===== src/sv/assert_macros.svh =====
// Assertion macros used by the RTL top level of the circular queue.
// No dependencies; included by the top level, which checks its own logic.
`ifndef ASSERT_MACROS_SVH
`define ASSERT_MACROS_SVH

// Checks that a condition holds at every rising edge outside reset.
`define ASSERT_ALWAYS(label, clk, rst_n, cond, msg) \
    label: assert property (@(posedge clk) disable iff (!rst_n) (cond)) \
        else $error(msg);

// Checks that an antecedent implies a consequent in the following cycle.
`define ASSERT_NEXT(label, clk, rst_n, ante, cons, msg) \
    label: assert property (@(posedge clk) disable iff (!rst_n) (ante) |=> (cons)) \
        else $error(msg);

`endif


===== src/sv/cqr_pkg.sv =====
// Package of the circular queue: field widths, command and status codes, states.
// No dependencies; used by the top level of the block and its testbench.
`timescale 1ns / 1ps

package cqr_pkg;

    localparam int DEFAULT_MAX_DEPTH = 16;
    localparam int MAX_RESULTS       = 16;
    localparam int CAP_RESET         = 16;
    localparam int VAL_W             = 32;
    localparam int CNT_W             = 5;
    localparam int CODE_W            = 2;
    localparam int DATA_W            = 40;

    typedef enum logic [CODE_W-1:0] {
        CMD_ENQ  = 2'd0,
        CMD_DEQ  = 2'd1,
        CMD_ROT  = 2'd2,
        CMD_NONE = 2'd3
    } t_cmd;

    typedef enum logic [CODE_W-1:0] {
        STAT_OK        = 2'd0,
        STAT_OVERFLOW  = 2'd1,
        STAT_UNDERFLOW = 2'd2,
        STAT_BADCOUNT  = 2'd3
    } t_status;

    typedef enum logic {
        S_IDLE = 1'b0,
        S_READ = 1'b1
    } t_state;

endpackage


===== src/sv/cqr_ram.sv =====
// Generic simple dual-port RAM with one write port and one registered read port.
// No dependencies; instantiated by the circular queue top level.
`timescale 1ns / 1ps

module cqr_ram #(
    parameter int WIDTH = 32,
    parameter int DEPTH = 16
) (
    input  logic                     i_clk,
    input  logic                     i_we,
    input  logic [$clog2(DEPTH)-1:0] i_waddr,
    input  logic [WIDTH-1:0]         i_wdata,
    input  logic                     i_re,
    input  logic [$clog2(DEPTH)-1:0] i_raddr,
    output logic [WIDTH-1:0]         o_rdata
);

    logic [WIDTH-1:0] r_mem [DEPTH];
    logic [WIDTH-1:0] r_rdata;

    always_ff @(posedge i_clk) begin
        if (i_we) begin
            r_mem[i_waddr] <= i_wdata;
        end
        if (i_re) begin
            r_rdata <= r_mem[i_raddr];
        end
    end

    assign o_rdata = r_rdata;

endmodule


===== src/sv/circular_queue_with_rotate.sv =====
// Top level of the circular queue of signed 32-bit words with rotate.
// Depends on cqr_pkg, cqr_ram and assert_macros.svh.
//
// Commands arrive on the s_axis channel, results leave on the m_axis channel.
// The capacity register is written through i_cfg_we and i_cfg_wdata; the user
// must do so only while the block is idle, which the block does not enforce.
// A write empties the queue; zero acts as one and above MAX_DEPTH as MAX_DEPTH.
// Enqueue and every error result load the output register as the command is
// accepted, so one such command passes per cycle while the receiver keeps up.
// Dequeue reads the word store, a RAM with a registered read port, and moves
// the word read into the output register once it is free, then goes idle.
// Rotate by k issues one read of the head slot per cycle while the receiver
// keeps up, writes each word back at the tail as it is emitted and yields k
// results; the next command is taken after the last one. Rotate by zero
// produces no result. A stalled receiver holds the output register and halts
// the rotate sequence until it takes the pending result.
// Reset clears head, tail, count and the output valid and sets the capacity
// to 16, limited to MAX_DEPTH; the word store is not cleared.
`timescale 1ns / 1ps
`include "assert_macros.svh"

module circular_queue_with_rotate #(
    parameter int MAX_DEPTH = cqr_pkg::DEFAULT_MAX_DEPTH
) (
    input  logic                        i_clk,
    input  logic                        i_rst_n,
    input  logic                        i_cfg_we,
    input  logic [cqr_pkg::CNT_W-1:0]   i_cfg_wdata,
    input  logic                        s_axis_tvalid,
    output logic                        s_axis_tready,
    // data_value [31:0], rotate_count [36:32], zero fill [39:37]
    input  logic [cqr_pkg::DATA_W-1:0]  s_axis_tdata,
    // command [1:0]
    input  logic [cqr_pkg::CODE_W-1:0]  s_axis_tuser,
    output logic                        m_axis_tvalid,
    input  logic                        m_axis_tready,
    // out_value [31:0], occupancy [36:32], zero fill [39:37]
    output logic [cqr_pkg::DATA_W-1:0]  m_axis_tdata,
    // status [1:0]
    output logic [cqr_pkg::CODE_W-1:0]  m_axis_tuser,
    output logic                        m_axis_tlast
);

    localparam int AW = (MAX_DEPTH > 1) ? $clog2(MAX_DEPTH) : 1;
    localparam int CW = (AW + 1 > cqr_pkg::CNT_W) ? AW + 1 : cqr_pkg::CNT_W;
    localparam int CAP_RST = (cqr_pkg::CAP_RESET > MAX_DEPTH) ? MAX_DEPTH
                                                              : cqr_pkg::CAP_RESET;

    function automatic logic [AW-1:0] f_wrap(input logic [AW-1:0] idx,
                                             input logic [cqr_pkg::CNT_W-1:0] cap);
        logic [CW-1:0] nx;
        nx = CW'(idx) + CW'(1);
        f_wrap = (nx >= CW'(cap)) ? '0 : nx[AW-1:0];
    endfunction

    cqr_pkg::t_state            r_state, n_state;
    logic [cqr_pkg::CNT_W-1:0]  r_cap, n_cap;
    logic [AW-1:0]              r_head, n_head;
    logic [AW-1:0]              r_tail, n_tail;
    logic [cqr_pkg::CNT_W-1:0]  r_count, n_count;
    logic [cqr_pkg::CNT_W-1:0]  r_left, n_left;
    logic                       r_is_rot, n_is_rot;
    logic                       r_byp, n_byp;
    logic [cqr_pkg::VAL_W-1:0]  r_byp_val, n_byp_val;

    logic                       r_ov, n_ov;
    logic [cqr_pkg::VAL_W-1:0]  r_oval, n_oval;
    cqr_pkg::t_status           r_ostat, n_ostat;
    logic                       r_olast, n_olast;
    logic [cqr_pkg::CNT_W-1:0]  r_oocc, n_oocc;

    logic                       w_out_free;
    logic                       w_accept;
    cqr_pkg::t_cmd              w_cmd;
    logic [cqr_pkg::VAL_W-1:0]  w_din;
    logic [cqr_pkg::CNT_W-1:0]  w_k;
    logic                       w_emit;
    logic                       w_we;
    logic [AW-1:0]              w_waddr;
    logic [cqr_pkg::VAL_W-1:0]  w_wdata;
    logic                       w_re;
    logic [cqr_pkg::VAL_W-1:0]  w_rdata;
    logic [cqr_pkg::VAL_W-1:0]  w_rd;
    logic [CW-1:0]              w_cfg_ext;

    assign w_out_free    = !r_ov || m_axis_tready;
    assign s_axis_tready = (r_state == cqr_pkg::S_IDLE) && w_out_free;
    assign w_accept      = s_axis_tvalid && s_axis_tready;
    assign w_cmd         = cqr_pkg::t_cmd'(s_axis_tuser);
    assign w_din         = s_axis_tdata[cqr_pkg::VAL_W-1:0];
    assign w_k           = s_axis_tdata[cqr_pkg::VAL_W +: cqr_pkg::CNT_W];
    assign w_emit        = (r_state == cqr_pkg::S_READ) && w_out_free;
    assign w_cfg_ext     = CW'(i_cfg_wdata);
    assign w_rd          = r_byp ? r_byp_val : w_rdata;

    // With a single word held, the rotate write at the tail and the read at the
    // head hit the same slot in one cycle; the written word is forwarded instead.
    cqr_ram #(
        .WIDTH (cqr_pkg::VAL_W),
        .DEPTH (MAX_DEPTH)
    ) u_store (
        .i_clk   (i_clk),
        .i_we    (w_we),
        .i_waddr (w_waddr),
        .i_wdata (w_wdata),
        .i_re    (w_re),
        .i_raddr (r_head),
        .o_rdata (w_rdata)
    );

    always_comb begin
        n_state = r_state;
        unique case (r_state)
            cqr_pkg::S_IDLE: begin
                if (w_accept && w_cmd == cqr_pkg::CMD_DEQ && r_count != '0) begin
                    n_state = cqr_pkg::S_READ;
                end else if (w_accept && w_cmd == cqr_pkg::CMD_ROT && w_k != '0
                             && w_k <= r_cap && 32'(w_k) <= cqr_pkg::MAX_RESULTS
                             && r_count != '0) begin
                    n_state = cqr_pkg::S_READ;
                end
            end
            cqr_pkg::S_READ: begin
                if (w_emit && (!r_is_rot || r_left == cqr_pkg::CNT_W'(1))) begin
                    n_state = cqr_pkg::S_IDLE;
                end
            end
            default: n_state = cqr_pkg::S_IDLE;
        endcase
    end

    always_comb begin
        n_cap     = r_cap;
        n_head    = r_head;
        n_tail    = r_tail;
        n_count   = r_count;
        n_left    = r_left;
        n_is_rot  = r_is_rot;
        n_byp     = r_byp;
        n_byp_val = r_byp_val;
        n_ov      = r_ov && !m_axis_tready;
        n_oval    = r_oval;
        n_ostat   = r_ostat;
        n_olast   = r_olast;
        n_oocc    = r_oocc;
        w_we      = 1'b0;
        w_waddr   = r_tail;
        w_wdata   = w_din;
        w_re      = 1'b0;

        priority if (i_cfg_we) begin
            if (i_cfg_wdata == '0) begin
                n_cap = cqr_pkg::CNT_W'(1);
            end else if (w_cfg_ext > CW'(MAX_DEPTH)) begin
                n_cap = cqr_pkg::CNT_W'(MAX_DEPTH);
            end else begin
                n_cap = i_cfg_wdata;
            end
            n_head  = '0;
            n_tail  = '0;
            n_count = '0;
        end else if (w_accept) begin
            n_olast = 1'b1;
            n_oocc  = r_count;
            n_oval  = '0;
            n_byp   = 1'b0;
            unique case (w_cmd)
                cqr_pkg::CMD_ENQ: begin
                    n_ov = 1'b1;
                    if (r_count >= r_cap) begin
                        n_ostat = cqr_pkg::STAT_OVERFLOW;
                    end else begin
                        w_we    = 1'b1;
                        n_tail  = f_wrap(r_tail, r_cap);
                        n_count = r_count + cqr_pkg::CNT_W'(1);
                        n_oocc  = r_count + cqr_pkg::CNT_W'(1);
                        n_ostat = cqr_pkg::STAT_OK;
                    end
                end
                cqr_pkg::CMD_DEQ: begin
                    if (r_count == '0) begin
                        n_ov    = 1'b1;
                        n_oval  = '1;
                        n_ostat = cqr_pkg::STAT_UNDERFLOW;
                    end else begin
                        w_re     = 1'b1;
                        n_head   = f_wrap(r_head, r_cap);
                        n_count  = r_count - cqr_pkg::CNT_W'(1);
                        n_is_rot = 1'b0;
                    end
                end
                cqr_pkg::CMD_ROT: begin
                    if (w_k > r_cap || 32'(w_k) > cqr_pkg::MAX_RESULTS) begin
                        n_ov    = 1'b1;
                        n_ostat = cqr_pkg::STAT_BADCOUNT;
                    end else if (w_k == '0) begin
                        n_ov = r_ov && !m_axis_tready;
                    end else if (r_count == '0) begin
                        n_ov    = 1'b1;
                        n_oval  = '1;
                        n_ostat = cqr_pkg::STAT_UNDERFLOW;
                    end else begin
                        w_re     = 1'b1;
                        n_head   = f_wrap(r_head, r_cap);
                        n_left   = w_k;
                        n_is_rot = 1'b1;
                    end
                end
                cqr_pkg::CMD_NONE: begin
                    n_ov = r_ov && !m_axis_tready;
                end
                default: n_ov = r_ov && !m_axis_tready;
            endcase
        end else if (w_emit) begin
            n_ov    = 1'b1;
            n_oval  = w_rd;
            n_ostat = cqr_pkg::STAT_OK;
            n_oocc  = r_count;
            if (r_is_rot) begin
                n_olast = (r_left == cqr_pkg::CNT_W'(1));
                w_we    = 1'b1;
                w_wdata = w_rd;
                n_tail  = f_wrap(r_tail, r_cap);
                n_left  = r_left - cqr_pkg::CNT_W'(1);
                if (r_left != cqr_pkg::CNT_W'(1)) begin
                    w_re      = 1'b1;
                    n_head    = f_wrap(r_head, r_cap);
                    n_byp     = (r_head == r_tail);
                    n_byp_val = w_rd;
                end
            end else begin
                n_olast = 1'b1;
            end
        end
    end

    always_ff @(posedge i_clk) begin
        if (!i_rst_n) begin
            r_state  <= cqr_pkg::S_IDLE;
            r_cap    <= cqr_pkg::CNT_W'(CAP_RST);
            r_head   <= '0;
            r_tail   <= '0;
            r_count  <= '0;
            r_left   <= '0;
            r_is_rot <= 1'b0;
            r_byp    <= 1'b0;
            r_ov     <= 1'b0;
        end else begin
            r_state  <= n_state;
            r_cap    <= n_cap;
            r_head   <= n_head;
            r_tail   <= n_tail;
            r_count  <= n_count;
            r_left   <= n_left;
            r_is_rot <= n_is_rot;
            r_byp    <= n_byp;
            r_ov     <= n_ov;
        end
    end

    always_ff @(posedge i_clk) begin
        r_byp_val <= n_byp_val;
        r_oval    <= n_oval;
        r_ostat   <= n_ostat;
        r_olast   <= n_olast;
        r_oocc    <= n_oocc;
    end

    assign m_axis_tvalid = r_ov;
    assign m_axis_tdata  = {{(cqr_pkg::DATA_W - cqr_pkg::VAL_W - cqr_pkg::CNT_W){1'b0}},
                            r_oocc, r_oval};
    assign m_axis_tuser  = r_ostat;
    assign m_axis_tlast  = r_olast;

    `ASSERT_ALWAYS(a_count_in_cap, i_clk, i_rst_n, r_count <= r_cap,
        "entry count exceeds capacity")
    `ASSERT_ALWAYS(a_no_accept_in_read, i_clk, i_rst_n,
        !(r_state == cqr_pkg::S_READ && s_axis_tready),
        "input accepted while a read is pending")
    `ASSERT_NEXT(a_rotate_keeps_count, i_clk, i_rst_n,
        r_state == cqr_pkg::S_READ && r_is_rot, r_count == $past(r_count),
        "rotate changed the entry count")
    `ASSERT_ALWAYS(a_rotate_left_nonzero, i_clk, i_rst_n,
        !(r_state == cqr_pkg::S_READ && r_is_rot && r_left == '0),
        "rotate sequence running with no moves left")

endmodule


===== config.mk =====
export PLATFORM = sky130hd
export DESIGN_NAME = circular_queue_with_rotate
export DESIGN_NICKNAME = d
export VERILOG_FILES = /design/src/sv/cqr_pkg.sv /design/src/sv/cqr_ram.sv /design/src/sv/circular_queue_with_rotate.sv
export VERILOG_INCLUDE_DIRS = /design/src /design/src/sv
export SDC_FILE = /design/constraint.sdc
export NUM_CORES = 1
export LEC_CHECK = 0
export BUFFER_PORTS_ARGS = -buffer_cell sky130_fd_sc_hd__buf_4
export CELL_PAD_IN_SITES_DETAIL_PLACEMENT = 1
export CELL_PAD_IN_SITES_GLOBAL_PLACEMENT = 1
export CORE_ASPECT_RATIO = 1.75
export CORE_MARGIN = 2
export CORE_UTILIZATION = 30
export DETAILED_ROUTE_END_ITERATION = 10
export PLACE_DENSITY_LB_ADDON = 0.1
export SKIP_LAST_GASP = 1
export SLEW_MARGIN = 10
export SYNTH_ARGS = -nofsm -noshare
export SYNTH_HDL_FRONTEND = slang
export SYNTH_SLANG_ARGS = --single-unit
export TNS_END_PERCENT = 100

===== constraint.sdc =====
create_clock -name i_clk -period 8.8 [get_ports i_clk]
set_input_delay 1.76 -clock i_clk [delete_from_list [all_inputs] [get_ports i_clk]]
set_output_delay 1.76 -clock i_clk [all_outputs]
set_load 0.02 [all_outputs]

==> impl_metrics.prom, run 1 <==
# TYPE chip_impl_metric gauge
chip_impl_info{name="run_status",value="finished clean"} 1
chip_impl_info{name="worstReg2RegStart",value="m_axis_tvalid"} 1
chip_impl_metric{name="clock_tree.buffer_depth",unit=""} 3
chip_impl_info{name="cts_root_buf",value="clkbuf_16"} 1
chip_impl_metric{name="antenna_found_initial",unit=""} 1
chip_impl_metric{name="grt_first_pass_wirelength",unit="microns"} 102600
chip_impl_metric{name="postSynth.asyncResetShare",unit="%"} 0
chip_impl_info{name="worst_hold_path_type",value="reg2reg"} 1
chip_impl_metric{name="max_clock_freq",unit="GHz"} 0.2103
chip_impl_info{name="yosys-top-cells-area",value="edfxtp_1 71%, mux4_2 14%, nand2_1 2.7%"} 1
chip_impl_metric{name="number_of_max_slew_violations_in_the_final_report",unit=""} 0
chip_impl_metric{name="maxSlewHeadroom",unit="%"} 27.41
chip_impl_info{name="hold-path-endpoint",value="r_left[1]"} 1
chip_impl_info{name="hp-start",value="r_left[1]"} 1
chip_impl_metric{name="gr-total-overflow",unit=""} 0
chip_impl_metric{name="synth-edff-count",unit=""} 616
chip_impl_metric{name="area.growth.synth_to_final",unit="%"} 16.39
chip_impl_metric{name="finalWorstPathRequiredPeriod",unit="ps"} 4755
chip_impl_metric{name="die-area",unit="sq mm"} 0.08912
chip_impl_info{name="timing.critical_path.to_type",value="register"} 1
chip_impl_metric{name="ff2ff_setup_slack",unit="ps"} 4910
chip_impl_metric{name="final_period_util",unit="%"} 54.04
chip_impl_info{name="worst_setup_path_start_kind",value="input port"} 1
chip_impl_metric{name="final_antenna_net_count",unit=""} 0
chip_impl_metric{name="powerDensity",unit="mW/mm^2"} 213.2
chip_impl_metric{name="drt_first_pass_iters",unit=""} 4
chip_impl_metric{name="start_util",unit="%"} 30.29
chip_impl_info{name="cp_cell_sequence",value="buf_4, nor2b_1, nor2_1, buf_4, o2111a_1, nor2_1, nor2_1, and4_2, buf_4"} 1
chip_impl_metric{name="cap_viol_max_count",unit=""} 0
chip_impl_metric{name="totalNegativeSetupSlack",unit="ps"} 0
chip_impl_metric{name="clock-sinks",unit=""} 643
chip_impl_metric{name="post_cts_resize_count",unit=""} 0
chip_impl_metric{name="cts_buffers",unit=""} 67
chip_impl_metric{name="postCtsHoldBufs",unit=""} 0
chip_impl_metric{name="min_delay_path_depth",unit=""} 2
chip_impl_metric{name="worstPathRequired",unit="ps"} 9110
chip_impl_metric{name="grt_start_max_net_pins",unit=""} 67
chip_impl_metric{name="worstRegToRegCells",unit=""} 8
chip_impl_metric{name="clock_skew",unit="ps"} 22.11
chip_impl_metric{name="post-dp-hpwl",unit="microns"} 37910
chip_impl_metric{name="number_of_register_bits_inferred_by_synthesis",unit=""} 643
chip_impl_info{name="postSynth.topFlopCell",value="edfxtp_1"} 1
chip_impl_metric{name="cts.reportedPaths.clkPinSlew",unit="ps"} 60
chip_impl_metric{name="ir_worst_vdd",unit="mV"} 0.1213
chip_impl_info{name="critical_path.reg2reg.endpoint",value="u_store.r_mem[12][24]"} 1
chip_impl_metric{name="cts_htree_levels",unit=""} 3
chip_impl_metric{name="synth.distinct_cells",unit=""} 67
chip_impl_metric{name="share_of_post_route_cells_with_drive_strength_above_1",unit="%"} 29.29
chip_impl_metric{name="arrival",unit="ps"} 5070
chip_impl_metric{name="setup_ws",unit="ps"} 4045
chip_impl_metric{name="design.final.nets",unit=""} 1567
chip_impl_metric{name="placement.setup.worst_slack",unit="ps"} 3393
chip_impl_metric{name="seq_area_frac_synth",unit="%"} 73.23
chip_impl_metric{name="die-width",unit="microns"} 226.5
chip_impl_info{name="cts_tree",value="yes"} 1
chip_impl_metric{name="final_core_utilization",unit="%"} 35.26
chip_impl_metric{name="syn-cell-area",unit="sq mm"} 0.02600
chip_impl_metric{name="wl",unit="microns"} 70420
chip_impl_metric{name="critical-path-max-stage-delay",unit="ps"} 840
chip_impl_metric{name="gpl_wtd_cong",unit=""} 0.7687
chip_impl_info{name="criticalPathCategory",value="in2reg"} 1
chip_impl_metric{name="core",unit="sq mm"} 0.08581
chip_impl_metric{name="placement_rows",unit=""} 142
chip_impl_metric{name="drt_drc_violations_left",unit=""} 0
chip_impl_info{name="post-synth-top-area-cell",value="edfxtp_1"} 1
chip_impl_metric{name="timing.final.hold_violations",unit=""} 0
chip_impl_metric{name="io_buffer_count",unit=""} 90
chip_impl_metric{name="dp.cells",unit=""} 2565
chip_impl_metric{name="netlist.area_leader.share",unit="%"} 71.15
chip_impl_metric{name="vias_per_cell",unit=""} 4.895
chip_impl_metric{name="wire_per_inst",unit="microns"} 26.23
chip_impl_info{name="rsz0062_at_grt",value="no"} 1
chip_impl_metric{name="grt_pass1_vias",unit=""} 14593
chip_impl_metric{name="area.sequential",unit="sq mm"} 0.01906
chip_impl_metric{name="pin_count",unit=""} 97
chip_impl_metric{name="num_vias",unit=""} 13144
chip_impl_metric{name="post_synth_inst_count",unit=""} 1361
chip_impl_metric{name="postCtsSetupBuffers",unit=""} 0
chip_impl_info{name="synth.top_cells.by_count",value="616 x edfxtp_1, 186 x nand2_1, 160 x mux4_2, 36 x clkbuf_1, 33 x ha_1"} 1
chip_impl_info{name="slowest_stage",value="nor2_1"} 1
chip_impl_metric{name="n_antenna_cell",unit=""} 0
chip_impl_metric{name="cellLeakagePower",unit="nW"} 9.741
chip_impl_metric{name="fin_cells",unit=""} 2685
chip_impl_metric{name="clock_insertion_delay_at_the_later_pin_of_the_skew_report",unit="ps"} 630
chip_impl_metric{name="yosys_warnings",unit=""} 0
chip_impl_metric{name="grt_use_total",unit="%"} 16.20
chip_impl_metric{name="fill_cells",unit=""} 8519
chip_impl_metric{name="finalSetupViolations",unit=""} 0
chip_impl_metric{name="worstMarginPinSlew",unit="ps"} 1085
chip_impl_metric{name="drt_iter0_markers",unit=""} 985
chip_impl_metric{name="path_max_fanout",unit=""} 23
chip_impl_metric{name="multiInputGateArea",unit="sq mm"} 0.006608
chip_impl_info{name="yosys.cell_count.top_type",value="edfxtp_1"} 1
chip_impl_metric{name="fp.dieH",unit="microns"} 393.4
chip_impl_metric{name="postSynthAreaPerCell",unit="sq um"} 19.10
-- cell usage in the layout (no fill, tap or decap), drive strengths merged, types with 3 or more instances in the layout --
cell / count
o21ai: 18
a31oi: 5
nand2: 186
dfxtp: 27
buf: 121
ha: 33
or2: 4
nand2b: 14
xor2: 7
and3: 10
o31ai: 3
a21oi: 22
mux2i: 3
mux2: 32
inv: 24
o21a: 4
clkinvlp: 4
edfxtp: 616
clkbuf: 84
clkinv: 22
nand3: 14
nor4b: 10
nor2b: 6
and4: 5
bufinv: 6
nor4: 5
nor2: 26
a211oi: 6
conb: 3
nand3b: 3
xnor2: 6
mux4: 160
nor3: 10
-- final cells by class --
| cell class | count | area share (%) |
|---|---|---|
| Sequential cell | 643 | 62.98 |
| Multi-Input combinational cell | 629 | 21.84 |
| Clock buffer | 84 | 5.963 |
| Tap cell | 1152 | 4.763 |
| Timing Repair Buffer | 121 | 3.002 |
| Clock inverter | 36 | 1.207 |
| Inverter | 20 | 0.2481 |
-- flip-flops by register name, summed over array words and instances, names as in the netlist --
signal / count
r_oocc: 5
r_cap: 5
r_byp: 1
r_head: 4
r_byp_val: 32
u_store.r_mem: 512
m_axis_tuser: 2
r_state: 1
r_left: 5
u_store.o_rdata: 32
r_oval: 32
r_tail: 4
m_axis_tvalid: 1
r_is_rot: 1
r_count: 5
m_axis_tlast: 1
-- stage by stage --
step / cell area (sq um) / hold slack [ps] / power (mW)
floorplan: 26000 / 445.2 / 3.557
global placement: 28090 / 462.4 / 3.649
detailed placement: 28090 / 478.2 / 3.654
CTS: 30260 / 488.8 / 6.559
global route: 30260 / 518.9 / 6.675
finish: 30260 / 488.4 / 6.450
-- critical path: cells and delay by family --
family	cells	cell delay, ps
AO/OA/AOI/OAI	1	180
AND/OR/NAND/NOR	5	2390
buffers and inverters	3	690
-- report_power, final --
part           switching, mW  total (mW)  internal (mW)
sequential            0.0108        3.38           3.37
clock                   1.22        2.87           1.64
combinational          0.138       0.206         0.0684
total                   1.37        6.45           5.08
-- how the worst max path moves through the flow --
| stage | from | endpoint | slack [ps] | cells after the start |
|---|---|---|---|---|
| finish | m_axis_tready | u_store.r_mem[12][24] | 4040 | 9 |
| global route | m_axis_tready | u_store.r_mem[0][26] | 3810 | 9 |
| CTS | m_axis_tready | s_axis_tready | 4010 | 4 |
| detailed placement | m_axis_tready | u_store.r_mem[13][17] | 3390 | 9 |
| global placement | m_axis_tready | u_store.r_mem[13][18] | 3420 | 9 |
| floorplan | m_axis_tready | u_store.r_mem[10][0] | 2240 | 7 |
-- cell families (layout without fill, tap and decap cells) --
logic type	after synthesis	after routing	synth area share, %
DFF	643	643	73.23
other	1	3	0.01442
AOI/OAI and AO/OA	84	84	2.209
xor gates and xnor gates	13	13	0.4669
muxes	195	195	15.36
adders and majority gates	33	33	1.588
and+or+nand+nor	301	301	5.443
buffers and inverters	91	261	1.684
-- per-layer routing --
metal	GRT usage [%]	vias to the layer above	wire [microns]
met2	28.80	282	37070
met1	19.83	7071	29030
met3	2.552	93	2550
li1	-	5698	-
met4	5.428	0	1761
met5	0	-	0
Power figures use the tool's default switching activity.
==> run 2: changes to the inputs <==
clock period = 4.1 ns   (was 8.8 ns; I/O delays follow)
==> impl_metrics.prom, run 2 (same netlist as run 1, synthesis figures left out) <==
# TYPE chip_impl_metric gauge
chip_impl_metric{name="drt_drc_violations_left",unit=""} 0
chip_impl_metric{name="p_switching",unit="mW"} 2.900
chip_impl_info{name="worst_hold_path_type",value="in2reg"} 1
chip_impl_info{name="top_register",value="u_store.r_mem"} 1
chip_impl_metric{name="wire_per_inst",unit="microns"} 26.07
chip_impl_metric{name="pin_count",unit=""} 97
chip_impl_metric{name="post-dp-hpwl",unit="microns"} 41210
chip_impl_metric{name="die-width",unit="microns"} 226.5
chip_impl_metric{name="comb_power_share",unit="%"} 3.4
chip_impl_metric{name="antenna_found_initial",unit=""} 0
chip_impl_metric{name="gpl_wtd_cong",unit=""} 0.7246
chip_impl_metric{name="fp.dieH",unit="microns"} 393.4
chip_impl_metric{name="largest_reg_flops",unit=""} 512
chip_impl_metric{name="io_buffer_count",unit=""} 90
chip_impl_metric{name="cts_buffers",unit=""} 66
chip_impl_metric{name="setup_ws",unit="ps"} 915.5
chip_impl_metric{name="totalNegativeSetupSlack",unit="ps"} 0
chip_impl_metric{name="number_of_max_slew_violations_in_the_final_report",unit=""} 0
chip_impl_metric{name="final_antenna_net_count",unit=""} 0
chip_impl_metric{name="share_clk_of_total_power",unit="%"} 43.8
chip_impl_metric{name="clock-sinks",unit=""} 643
chip_impl_metric{name="max_clock_freq",unit="GHz"} 0.3140
chip_impl_info{name="mostFrequentLayoutCell",value="edfxtp_1"} 1
chip_impl_info{name="worst_setup_path_start_kind",value="register"} 1
chip_impl_metric{name="internal_dissipation",unit="mW"} 10.82
chip_impl_info{name="timing.critical_path.to_type",value="register"} 1
chip_impl_info{name="cts_tree",value="yes"} 1
chip_impl_info{name="run_status",value="finished clean"} 1
chip_impl_metric{name="post_cts_resize_count",unit=""} 0
chip_impl_metric{name="area.growth.synth_to_final",unit="%"} 17.87
chip_impl_metric{name="grt_first_pass_wirelength",unit="microns"} 103000
chip_impl_metric{name="vias_per_cell",unit=""} 4.862
chip_impl_metric{name="ff2ff_setup_slack",unit="ps"} 920
chip_impl_metric{name="arrival",unit="ps"} 3480
chip_impl_metric{name="postCtsHoldBufs",unit=""} 0
chip_impl_metric{name="finalWorstPathRequiredPeriod",unit="ps"} 3185
chip_impl_metric{name="fill_cells",unit=""} 8479
chip_impl_metric{name="clock_insertion_delay_at_the_later_pin_of_the_skew_report",unit="ps"} 620
chip_impl_metric{name="start_util",unit="%"} 30.29
chip_impl_metric{name="worstPathRequired",unit="ps"} 4400
chip_impl_metric{name="drt_iter0_markers",unit=""} 801
chip_impl_metric{name="gr-total-overflow",unit=""} 0
chip_impl_metric{name="cts.reportedPaths.clkPinSlew",unit="ps"} 70
chip_impl_metric{name="clock_skew",unit="ps"} 20.09
chip_impl_metric{name="num_vias",unit=""} 13122
chip_impl_metric{name="finalSetupViolations",unit=""} 0
chip_impl_metric{name="share_of_post_route_cells_with_drive_strength_above_1",unit="%"} 29.73
chip_impl_metric{name="cellLeakagePower",unit="nW"} 9.876
chip_impl_metric{name="finalHoldWorstSlack",unit="ps"} 448.0
chip_impl_metric{name="cap_viol_max_count",unit=""} 0
chip_impl_info{name="layout.cells.most_common_list",value="616 x edfxtp_1, 186 x nand2_1, 160 x mux4_2"} 1
chip_impl_metric{name="final_period_util",unit="%"} 77.67
chip_impl_metric{name="die-area",unit="sq mm"} 0.08912
chip_impl_metric{name="ir_worst_vdd",unit="mV"} 0.2383
chip_impl_metric{name="wl",unit="microns"} 70380
chip_impl_metric{name="grt_start_max_net_pins",unit=""} 69
chip_impl_metric{name="timing.final.hold_violations",unit=""} 0
chip_impl_metric{name="placement_rows",unit=""} 142
chip_impl_info{name="rsz0062_at_grt",value="no"} 1
chip_impl_metric{name="maxSlewHeadroom",unit="%"} 33.90
chip_impl_metric{name="core",unit="sq mm"} 0.08581
chip_impl_info{name="cts_root_buf",value="clkbuf_16"} 1
chip_impl_metric{name="path_max_fanout",unit=""} 27
chip_impl_metric{name="design.final.nets",unit=""} 1582
chip_impl_metric{name="grt_pass1_vias",unit=""} 14768
chip_impl_metric{name="powerDensity",unit="mW/mm^2"} 447.7
chip_impl_metric{name="seqPwrFrac",unit="%"} 52.8
chip_impl_metric{name="drt_first_pass_iters",unit=""} 4
chip_impl_info{name="criticalPathCategory",value="reg2reg"} 1
chip_impl_metric{name="worstMarginPinSlew",unit="ps"} 988.3
chip_impl_metric{name="cts_htree_levels",unit=""} 3
chip_impl_metric{name="postCtsSetupBuffers",unit=""} 0
chip_impl_metric{name="grt_use_total",unit="%"} 16.26
chip_impl_metric{name="placement.setup.worst_slack",unit="ps"} 676.3
chip_impl_metric{name="power",unit="mW"} 13.72
chip_impl_metric{name="n_antenna_cell",unit=""} 0
chip_impl_metric{name="clock_tree.buffer_depth",unit=""} 3
chip_impl_metric{name="switching_share",unit="%"} 21.14
==> run 2: cell count changes in the layout (fill, tap and decap cells not counted) <==
cell,delta
dfxtp_4,-3
clkinvlp_4,-3
clkinv_2,-2
dfxtp_2,+3
clkbuf_16,-2
buf_4,-10
clkinv_4,+2
clkinv_1,+3
buf_12,+26
==> run 2: power groups by stage <==
stage | Clock, mW | Combinational (mW) | Sequential [mW]
after floorplan | 0 | 0.231 | 7.40
after global placement | 0 | 0.460 | 7.39
after detailed placement | 0 | 0.472 | 7.39
after CTS | 6.21 | 0.473 | 7.25
after global routing | 6.45 | 0.508 | 7.25
final | 6.01 | 0.461 | 7.25
==> run 2: metal layers <==
| layer | wire, microns | global-route usage [%] | up-vias |
|---|---|---|---|
| met2 | 37710 | 29.34 | 231 |
| met3 | 2143 | 2.395 | 85 |
| met1 | 28980 | 19.82 | 7082 |
| met5 | 0 | 0 | - |
| li1 | - | - | 5724 |
| met4 | 1551 | 4.993 | 0 |
==> run 2: through the flow <==
stage | area (sq um) | instances | utilization [%]
finish | 30640 | 2699 | 35.71
global route | 30640 | 2699 | 35.71
CTS | 30640 | 2699 | 35.71
detailed placement | 28530 | 2581 | 33.24
global placement | 28530 | 2581 | 33.24
floorplan | 26010 | 1363 | -
==> run 2: area by class of cell <==
cell class	count	area [sq um]	area share [%]
clock buffers	82	1754	5.725
flip-flops and latches	643	19050	62.17
well taps	1152	1441	4.704
clock inverters	36	361.6	1.180
repair buffers	137	1354	4.418
multi-input cells	629	6608	21.56
inverters	20	75.07	0.2450
==> run 2: worst max-delay path, stage by stage, from the launching register on <==
cell     delay, ps
dfxtp_1        500
ha_1           290
or2_1          380
o32ai_2        420
nor2_1         110
nor2_1         340
and4_2         480
buf_12         290
==> run 2: final timing paths <==
| path | start | to | depth (start not counted) |
|---|---|---|---|
| worst min register to register | r_left[1] | r_left[1] | 2 |
| worst min-delay path | i_cfg_wdata[1] | r_cap[1] | 3 |
| worst max register to register | r_count[4] | u_store.r_mem[12][16] | 7 |
| worst max-delay path | r_count[4] | u_store.r_mem[12][16] | 7 |
